<file path="config.mk">
export PLATFORM = sky130hd
export DESIGN_NAME = integer_to_roman
export DESIGN_NICKNAME = d
export VERILOG_FILES = /design/src/hw/rtl/itr_pkg.sv /design/src/hw/rtl/itr_out_stage.sv /design/src/hw/rtl/integer_to_roman.sv
export SDC_FILE = /design/constraint.sdc
export NUM_CORES = 1
export LEC_CHECK = 0
export ABC_CLOCK_PERIOD_IN_PS = 4050
export BUFFER_PORTS_ARGS = -buffer_cell sky130_fd_sc_hd__buf_2
export CAP_MARGIN = 20
export CORE_ASPECT_RATIO = 0.6
export CORE_MARGIN = 2
export CORE_UTILIZATION = 60
export DETAILED_ROUTE_END_ITERATION = 12
export PLACE_DENSITY = 0.8
export SLEW_MARGIN = 10
export SYNTH_ARGS = -nofsm -noshare
export SYNTH_HDL_FRONTEND = slang
export SYNTH_HIERARCHICAL = 1
export SYNTH_SLANG_ARGS = --single-unit
</file>
<file path="constraint.sdc">
create_clock -name clk_i -period 4.05 [get_ports clk_i]
set_clock_uncertainty 0.15 [all_clocks]
set_input_delay 0 -clock clk_i [delete_from_list [all_inputs] [get_ports clk_i]]
set_output_delay 0 -clock clk_i [all_outputs]
set_load 0.01 [all_outputs]
</file>
<file path="src/hw/rtl/itr_pkg.sv">
`timescale 1ns / 1ps

package itr_pkg;

  localparam int unsigned ValueW = 12;
  localparam int unsigned IdxW   = 4;
  localparam int unsigned SymW   = 8;

  localparam logic [ValueW-1:0] VALUE_MAX = 12'd3999;
  localparam logic [IdxW-1:0]   IDX_TOP   = 4'd12;

  localparam logic [SymW-1:0] CH_NONE = 8'h00;
  localparam logic [SymW-1:0] CH_I    = 8'h49;
  localparam logic [SymW-1:0] CH_V    = 8'h56;
  localparam logic [SymW-1:0] CH_X    = 8'h58;
  localparam logic [SymW-1:0] CH_L    = 8'h4C;
  localparam logic [SymW-1:0] CH_C    = 8'h43;
  localparam logic [SymW-1:0] CH_D    = 8'h44;
  localparam logic [SymW-1:0] CH_M    = 8'h4D;

  // Microprogram addresses
  typedef logic [2:0] upc_t;
  localparam upc_t UPC_IDLE   = 3'd0;
  localparam upc_t UPC_TEST   = 3'd1;
  localparam upc_t UPC_FIRST  = 3'd2;
  localparam upc_t UPC_SECOND = 3'd3;
  localparam upc_t UPC_FLUSH  = 3'd4;
  localparam upc_t UPC_FLAG   = 3'd5;

  typedef enum logic [2:0] {
    OP_NOP,
    OP_LOAD,
    OP_TEST,
    OP_FIRST,
    OP_SECOND,
    OP_FLUSH,
    OP_FLAG
  } uop_e;

  typedef enum logic [2:0] {
    COND_NEVER,
    COND_SPECIAL,
    COND_REM_ZERO,
    COND_FITS,
    COND_HAS_SECOND
  } cond_e;

  typedef struct packed {
    uop_e  op;
    cond_e cond_a;
    upc_t  tgt_a;
    cond_e cond_b;
    upc_t  tgt_b;
    upc_t  nxt;
  } uword_t;

  // Request from the sequencer to the output stage
  typedef struct packed {
    logic            char_vld;
    logic            flush;
    logic            flag;
    logic            oor;
    logic [SymW-1:0] sym;
  } emit_req_t;

  typedef struct packed {
    logic char_rdy;
    logic res_rdy;
  } emit_rdy_t;

  function automatic uword_t ucode_rom(upc_t pc);
    uword_t w;
    unique case (pc)
      UPC_IDLE:   w = '{OP_LOAD,   COND_SPECIAL,    UPC_FLAG,
                        COND_NEVER,    UPC_IDLE,  UPC_TEST};
      UPC_TEST:   w = '{OP_TEST,   COND_REM_ZERO,   UPC_FLUSH,
                        COND_FITS,     UPC_FIRST, UPC_TEST};
      UPC_FIRST:  w = '{OP_FIRST,  COND_HAS_SECOND, UPC_SECOND,
                        COND_NEVER,    UPC_IDLE,  UPC_TEST};
      UPC_SECOND: w = '{OP_SECOND, COND_NEVER,      UPC_IDLE,
                        COND_NEVER,    UPC_IDLE,  UPC_TEST};
      UPC_FLUSH:  w = '{OP_FLUSH,  COND_NEVER,      UPC_IDLE,
                        COND_NEVER,    UPC_IDLE,  UPC_IDLE};
      UPC_FLAG:   w = '{OP_FLAG,   COND_NEVER,      UPC_IDLE,
                        COND_NEVER,    UPC_IDLE,  UPC_IDLE};
      default:    w = '{OP_NOP,    COND_NEVER,      UPC_IDLE,
                        COND_NEVER,    UPC_IDLE,  UPC_IDLE};
    endcase
    return w;
  endfunction

  function automatic logic [9:0] tbl_val(logic [IdxW-1:0] idx);
    logic [9:0] v;
    unique case (idx)
      4'd0:    v = 10'd1;
      4'd1:    v = 10'd4;
      4'd2:    v = 10'd5;
      4'd3:    v = 10'd9;
      4'd4:    v = 10'd10;
      4'd5:    v = 10'd40;
      4'd6:    v = 10'd50;
      4'd7:    v = 10'd90;
      4'd8:    v = 10'd100;
      4'd9:    v = 10'd400;
      4'd10:   v = 10'd500;
      4'd11:   v = 10'd900;
      default: v = 10'd1000;
    endcase
    return v;
  endfunction

  function automatic logic [SymW-1:0] tbl_first(logic [IdxW-1:0] idx);
    logic [SymW-1:0] c;
    unique case (idx)
      4'd0, 4'd1, 4'd3:  c = CH_I;
      4'd2:              c = CH_V;
      4'd4, 4'd5, 4'd7:  c = CH_X;
      4'd6:              c = CH_L;
      4'd8, 4'd9, 4'd11: c = CH_C;
      4'd10:             c = CH_D;
      default:           c = CH_M;
    endcase
    return c;
  endfunction

  function automatic logic [SymW-1:0] tbl_second(logic [IdxW-1:0] idx);
    logic [SymW-1:0] c;
    unique case (idx)
      4'd1:    c = CH_V;
      4'd3:    c = CH_X;
      4'd5:    c = CH_L;
      4'd7:    c = CH_C;
      4'd9:    c = CH_D;
      4'd11:   c = CH_M;
      default: c = CH_NONE;
    endcase
    return c;
  endfunction

endpackage

</file>
<file path="src/hw/rtl/itr_out_stage.sv">
`timescale 1ns / 1ps

module itr_out_stage import itr_pkg::*; (
  input  logic            clk_i,
  input  logic            rst_ni,
  input  emit_req_t       req_i,
  output emit_rdy_t       rdy_o,
  output logic            out_valid_o,
  input  logic            out_ready_i,
  output logic [SymW-1:0] symbol_o,
  output logic            last_o,
  output logic            no_symbol_o,
  output logic            out_of_range_o
);

  logic            hold_vld_q, hold_vld_d;
  logic [SymW-1:0] hold_sym_q, hold_sym_d;
  logic            out_vld_q, out_vld_d;
  logic [SymW-1:0] sym_q, sym_d;
  logic            last_q, last_d;
  logic            nosym_q, nosym_d;
  logic            oor_q, oor_d;
  logic            out_free;

  assign out_free       = !out_vld_q || out_ready_i;
  assign rdy_o.char_rdy = !hold_vld_q || out_free;
  assign rdy_o.res_rdy  = out_free;

  always_comb begin
    hold_vld_d = hold_vld_q;
    hold_sym_d = hold_sym_q;
    out_vld_d  = out_vld_q && !out_ready_i;
    sym_d      = sym_q;
    last_d     = last_q;
    nosym_d    = nosym_q;
    oor_d      = oor_q;
    if (req_i.char_vld && rdy_o.char_rdy) begin
      // Push the held character on; it is not the last one
      if (hold_vld_q) begin
        out_vld_d = 1'b1;
        sym_d     = hold_sym_q;
        last_d    = 1'b0;
        nosym_d   = 1'b0;
        oor_d     = 1'b0;
      end
      hold_vld_d = 1'b1;
      hold_sym_d = req_i.sym;
    end else if (req_i.flush && out_free) begin
      out_vld_d  = 1'b1;
      sym_d      = hold_sym_q;
      last_d     = 1'b1;
      nosym_d    = 1'b0;
      oor_d      = 1'b0;
      hold_vld_d = 1'b0;
    end else if (req_i.flag && out_free) begin
      out_vld_d = 1'b1;
      sym_d     = CH_NONE;
      last_d    = 1'b1;
      nosym_d   = 1'b1;
      oor_d     = req_i.oor;
    end
  end

  always_ff @(posedge clk_i or negedge rst_ni) begin
    if (!rst_ni) begin
      hold_vld_q <= 1'b0;
      out_vld_q  <= 1'b0;
    end else begin
      hold_vld_q <= hold_vld_d;
      out_vld_q  <= out_vld_d;
    end
  end

  always_ff @(posedge clk_i) begin
    hold_sym_q <= hold_sym_d;
    sym_q      <= sym_d;
    last_q     <= last_d;
    nosym_q    <= nosym_d;
    oor_q      <= oor_d;
  end

  assign out_valid_o    = out_vld_q;
  assign symbol_o       = sym_q;
  assign last_o         = last_q;
  assign no_symbol_o    = nosym_q;
  assign out_of_range_o = oor_q;

endmodule

</file>
<file path="src/hw/rtl/integer_to_roman.sv">
`timescale 1ns / 1ps

// Integer to Roman numeral converter.
// Input channel (in_valid_i / in_ready_o / value_i): one 12-bit unsigned
// integer per item. Output channel (out_valid_o / out_ready_i): one ASCII
// character per item in symbol_o, with last_o on the final character of a run.
// Zero gives a single item with no_symbol_o set; a value above 3999 gives a
// single item with no_symbol_o and out_of_range_o set.
// A small microprogram in a read-only table steps through load, table test,
// first and second character, flush and flag words, one word per cycle while
// no word stalls. The table index walks down from 1000 to 1, and each symbol
// group takes a test word plus one word per character; in_ready_o is high
// only in the idle word. The newest character is held back in a holding
// register so that last_o can be set on it once the run is known to end; the
// output register frees the datapath from the receiver. When the output stage
// cannot take a request the sequencer stalls on its current word and nothing
// is dropped. Reset returns the sequencer to idle and empties the output
// stage; no result is pending afterwards.

module integer_to_roman import itr_pkg::*; (
  input  logic              clk_i,
  input  logic              rst_ni,
  input  logic              in_valid_i,
  output logic              in_ready_o,
  input  logic [ValueW-1:0] value_i,
  output logic              out_valid_o,
  input  logic              out_ready_i,
  output logic [SymW-1:0]   symbol_o,
  output logic              last_o,
  output logic              no_symbol_o,
  output logic              out_of_range_o
);

  upc_t              upc_q, upc_d;
  logic [ValueW-1:0] rem_q, rem_d;
  logic [IdxW-1:0]   idx_q, idx_d;
  logic              oor_q, oor_d;

  uword_t            uw;
  logic              go;
  logic              take_a, take_b;
  logic              special;
  logic              fits;
  logic [ValueW-1:0] tval;
  emit_req_t         req;
  emit_rdy_t         rdy;

  function automatic logic eval_cond(cond_e c, logic spec, logic rem_zero,
                                     logic fit, logic has_second);
    logic r;
    unique case (c)
      COND_SPECIAL:    r = spec;
      COND_REM_ZERO:   r = rem_zero;
      COND_FITS:       r = fit;
      COND_HAS_SECOND: r = has_second;
      default:         r = 1'b0;
    endcase
    return r;
  endfunction

  // Fetch the control word for this step
  assign uw = ucode_rom(upc_q);

  assign tval    = {2'b00, tbl_val(idx_q)};
  assign fits    = rem_q >= tval;
  assign special = (value_i == '0) || (value_i > VALUE_MAX);

  assign take_a = eval_cond(uw.cond_a, special, rem_q == '0, fits,
                            tbl_second(idx_q) != CH_NONE);
  assign take_b = eval_cond(uw.cond_b, special, rem_q == '0, fits,
                            tbl_second(idx_q) != CH_NONE);

  // Hold the step until its side condition is met
  always_comb begin
    unique case (uw.op)
      OP_LOAD:              go = in_valid_i;
      OP_FIRST, OP_SECOND:  go = rdy.char_rdy;
      OP_FLUSH, OP_FLAG:    go = rdy.res_rdy;
      default:              go = 1'b1;
    endcase
  end

  assign in_ready_o = (uw.op == OP_LOAD);

  always_comb begin
    if (!go) begin
      upc_d = upc_q;
    end else if (take_a) begin
      upc_d = uw.tgt_a;
    end else if (take_b) begin
      upc_d = uw.tgt_b;
    end else begin
      upc_d = uw.nxt;
    end
  end

  // Datapath: remainder, table index and range flag
  always_comb begin
    rem_d = rem_q;
    idx_d = idx_q;
    oor_d = oor_q;
    if (go) begin
      unique case (uw.op)
        OP_LOAD: begin
          rem_d = value_i;
          idx_d = IDX_TOP;
          oor_d = value_i > VALUE_MAX;
        end
        OP_TEST: begin
          if (!take_a && !take_b && idx_q != '0) begin
            idx_d = idx_q - 1'b1;
          end
        end
        OP_FIRST: begin
          rem_d = rem_q - tval;
        end
        default: begin
        end
      endcase
    end
  end

  always_comb begin
    req.char_vld = (uw.op == OP_FIRST) || (uw.op == OP_SECOND);
    req.flush    = (uw.op == OP_FLUSH);
    req.flag     = (uw.op == OP_FLAG);
    req.oor      = oor_q;
    req.sym      = (uw.op == OP_SECOND) ? tbl_second(idx_q) : tbl_first(idx_q);
  end

  always_ff @(posedge clk_i or negedge rst_ni) begin
    if (!rst_ni) begin
      upc_q <= UPC_IDLE;
    end else begin
      upc_q <= upc_d;
    end
  end

  always_ff @(posedge clk_i) begin
    rem_q <= rem_d;
    idx_q <= idx_d;
    oor_q <= oor_d;
  end

  itr_out_stage u_out (
    .clk_i          (clk_i),
    .rst_ni         (rst_ni),
    .req_i          (req),
    .rdy_o          (rdy),
    .out_valid_o    (out_valid_o),
    .out_ready_i    (out_ready_i),
    .symbol_o       (symbol_o),
    .last_o         (last_o),
    .no_symbol_o    (no_symbol_o),
    .out_of_range_o (out_of_range_o)
  );

endmodule
</file>
==> flow_summary.ini <==
[synthesis]
synthTopCellsByArea = edfxtp_1 (33%), ha_1 (8.7%), dfxtp_1 (8.4%)
ys_warn_count = 6
synth_common_cells = edfxtp_1 (36), nor2_1 (33), nand2_1 (27)
synth_ff_type = edfxtp_1
avgSynthCellArea_um2 = 10.3
synth_most_common_cell = edfxtp_1
yosysTopAreaCell = edfxtp_1
ys_types = 62
synth_async_sr_flop_share = 0.0909
syn-cell-area_um2 = 3330
yosysTopAreaCellShare = 0.325
seq_area_frac_synth = 0.447
synth_cells = 324
synth_enable_flop_cells = 36
synth-seq-cells = 55

[sta]
whs_ns = 0.375
min_period_ns = 3.59
tightestPinTransition_ns = 0.840
finalHoldViolations = 0
maxSlewViolCount = 0
period_share = 0.886
rsz0062_at_grt = false
max_slew_margin = 0.433
fin_setup_tns_ns = 0
timing.fmax_mhz = 279
setup_viol = 0

[critical_path]
cp_max_fo = 9
reg2reg_depth = 11
critPathCaptureType = flip-flop
rr_startpoint = upc_q[1]
setup.worst_path.start_class = flip-flop
endpoint = tval[5]
cp_top_family = compound AO/OA/AOI/OAI gates
path_depth = 11
r2r_slack_ns = 0.46
r2r_end = tval[5]
worstSetupPathType = flip-flop to flip-flop
critPathArrivalTime_ns = 3.65
crit_chain = inv_1, ha_1, nor4_4, nand2_1, o211ai_2, o211ai_2, o31ai_4, mux2i_1, ha_1, nor2_1, nor2_1
worst_ep_required_time_ns = 4.11
crit_path_top_delay_cell = dfrtp_1
worst-path-buf-inv = 1
startpoint = upc_q[1]
slowest_delay_ns = 0.54

[routing]
drcViolationCount = 0
drt-initial-drc-count = 169
firstDrtPassIters = 5
ant_nets = 0
avgRoutedWirePerCell_um = 17.0
avgViaCountPerCell = 6.04
vias = 2609
wirelength_um = 7350

[global_route]
grt_max_degree = 28
antenna_found_initial = 0
grt_pass1_wl_um = 12000
track_usage = 0.257
overflow = 0
grt_pass1_vias = 2435

[pwr]
powerDensity_nw_per_um2 = 861
max-vdd-ir-drop_uv = 456
p_leak_nw = 1.56

[floorplanning]
io_pins = 29
core_um2 = 5200
core.rowCount = 20
start_util = 0.639
die_w_um = 100
die-area_um2 = 6170
die_h_um = 61.7

[place]
place_congestion = 0.900
dp_hpwl_um = 5290
dp_cells = 408
io_buffers = 28

[final_layout]
antenna_cells = 0
drive_above_1_share = 0.175
nets = 405
stdcell_count = 432
syn2layout_area_growth_pct = 12.8

[clock_network]
cts_buffers = 5
cts_sinks = 55
cts_tree = yes
clock_path_buffers = 2
cts.clk_slew.worst_paths_ns = 0.10
htree_num_levels = 2
insertion_delay_ns = 0.31
root_buffer = clkbuf_8

[run]
cap_viol_max_count = 0

[hold_path]
hp-class = input pin to flip-flop

[status]
outcome = complete, no violations
metrics by stage:
stage	area (µm²)	setup WS, ns	utilization	power, mW
after floorplan	3330	0.625	-	2.43
after global placement	3480	0.431	0.668	2.74
after detailed placement	3480	0.256	0.668	2.80
after CTS	3740	0.235	0.719	3.18
after global routing	3750	0.0587	0.721	3.49
final	3750	0.461	0.721	3.23
logic make-up after synthesis:
kind of cell	count (synthesis)	share of synthesized area
AND/OR/NAND/NOR	117	0.189
AO/OA/AOI/OAI	68	0.157
flip-flops	55	0.447
buffers and inverters	39	0.0564
adder cells (fa/ha/maj)	24	0.0926
multiplexers	11	0.0339
XOR/XNOR	9	0.0237
other	1	0.00113
layout make-up:
| type | instances | area (µm²) |
|---|---|---|
| Multi-Input combinational cell | 231 | 1660 |
| Sequential cell | 55 | 1490 |
| Fill cell | 375 | 1450 |
| Timing Repair Buffer | 46 | 315 |
| Inverter | 26 | 97.6 |
| Tap cell | 66 | 82.6 |
| Clock buffer | 7 | 76.3 |
| Clock inverter | 1 | 30.0 |
registers in the layout (all words and copies together) (netlist names), 3 cells and up, named ones only:
signal	count
rem_q	12
tval	9
u_out/hold_sym_q	8
u_out/symbol_o	8
idx_q	4
upc_q	3
layer usage:
metal | vias to the layer above | global-route usage | wire length, µm
met5 | - | 0 | 0
met4 | 0 | 0.0685 | 90
met3 | 17 | 0.0704 | 735
met2 | 133 | 0.385 | 3060
met1 | 1211 | 0.372 | 3470
li1 | 1248 | - | -
where the power goes:
group,leakage (nW),switching (mW),internal (mW)
logic,1.00,1.08,0.690
clock network,0.0524,0.181,0.186
registers,0.511,0.184,0.908
placed cells by master, fill, tap and decap left out, types with 5 or more instances in the layout:
master,count
nand2b_1,6
mux2i_1,9
a21oi_1,10
buf_2,28
clkbuf_8,5
dfxtp_1,14
dfrtp_1,5
nand2_1,27
edfxtp_1,36
nor3_1,9
a21boi_2,8
dlygate4sd3_1,16
ha_1,23
nor4_1,7
nor2_1,33
o21ai_0,17
inv_1,24
xnor2_1,5
how the worst min path moves through the flow:
stage           startpoint                end  cells past startpoint
6_report       out_ready_i  u_out/out_valid_o                      4
5_1_grt        value_i[10]          rem_q[10]                      4
4_1_cts         value_i[8]           rem_q[8]                      4
3_5_place_dp        rst_ni           upc_q[0]                      1
3_3_place_gp        rst_ni  u_out/out_valid_o                      1
2_1_floorplan       rst_ni   u_out/hold_vld_q                      0
timing repair:
| action | CTS | global route |
|---|---|---|
| setup endpoints to repair | 0 | 9 |
| resized for setup | 0 | 1 |
| endpoints found under the hold margin | 21 | 0 |
| setup buffers | 0 | 0 |
| hold buffers | 16 | 0 |
worst reg2reg max path: stages, from the launching register on:
cell and delay [ns]:
dfrtp_1 0.54, inv_1 0.16, ha_1 0.35, nor4_4 0.28, nand2_1 0.11, o211ai_2 0.17, o211ai_2 0.21, o31ai_4 0.48
mux2i_1 0.46, ha_1 0.34, nor2_1 0.17, nor2_1 0.05
Note: power is estimated with default switching activity, not from simulation.
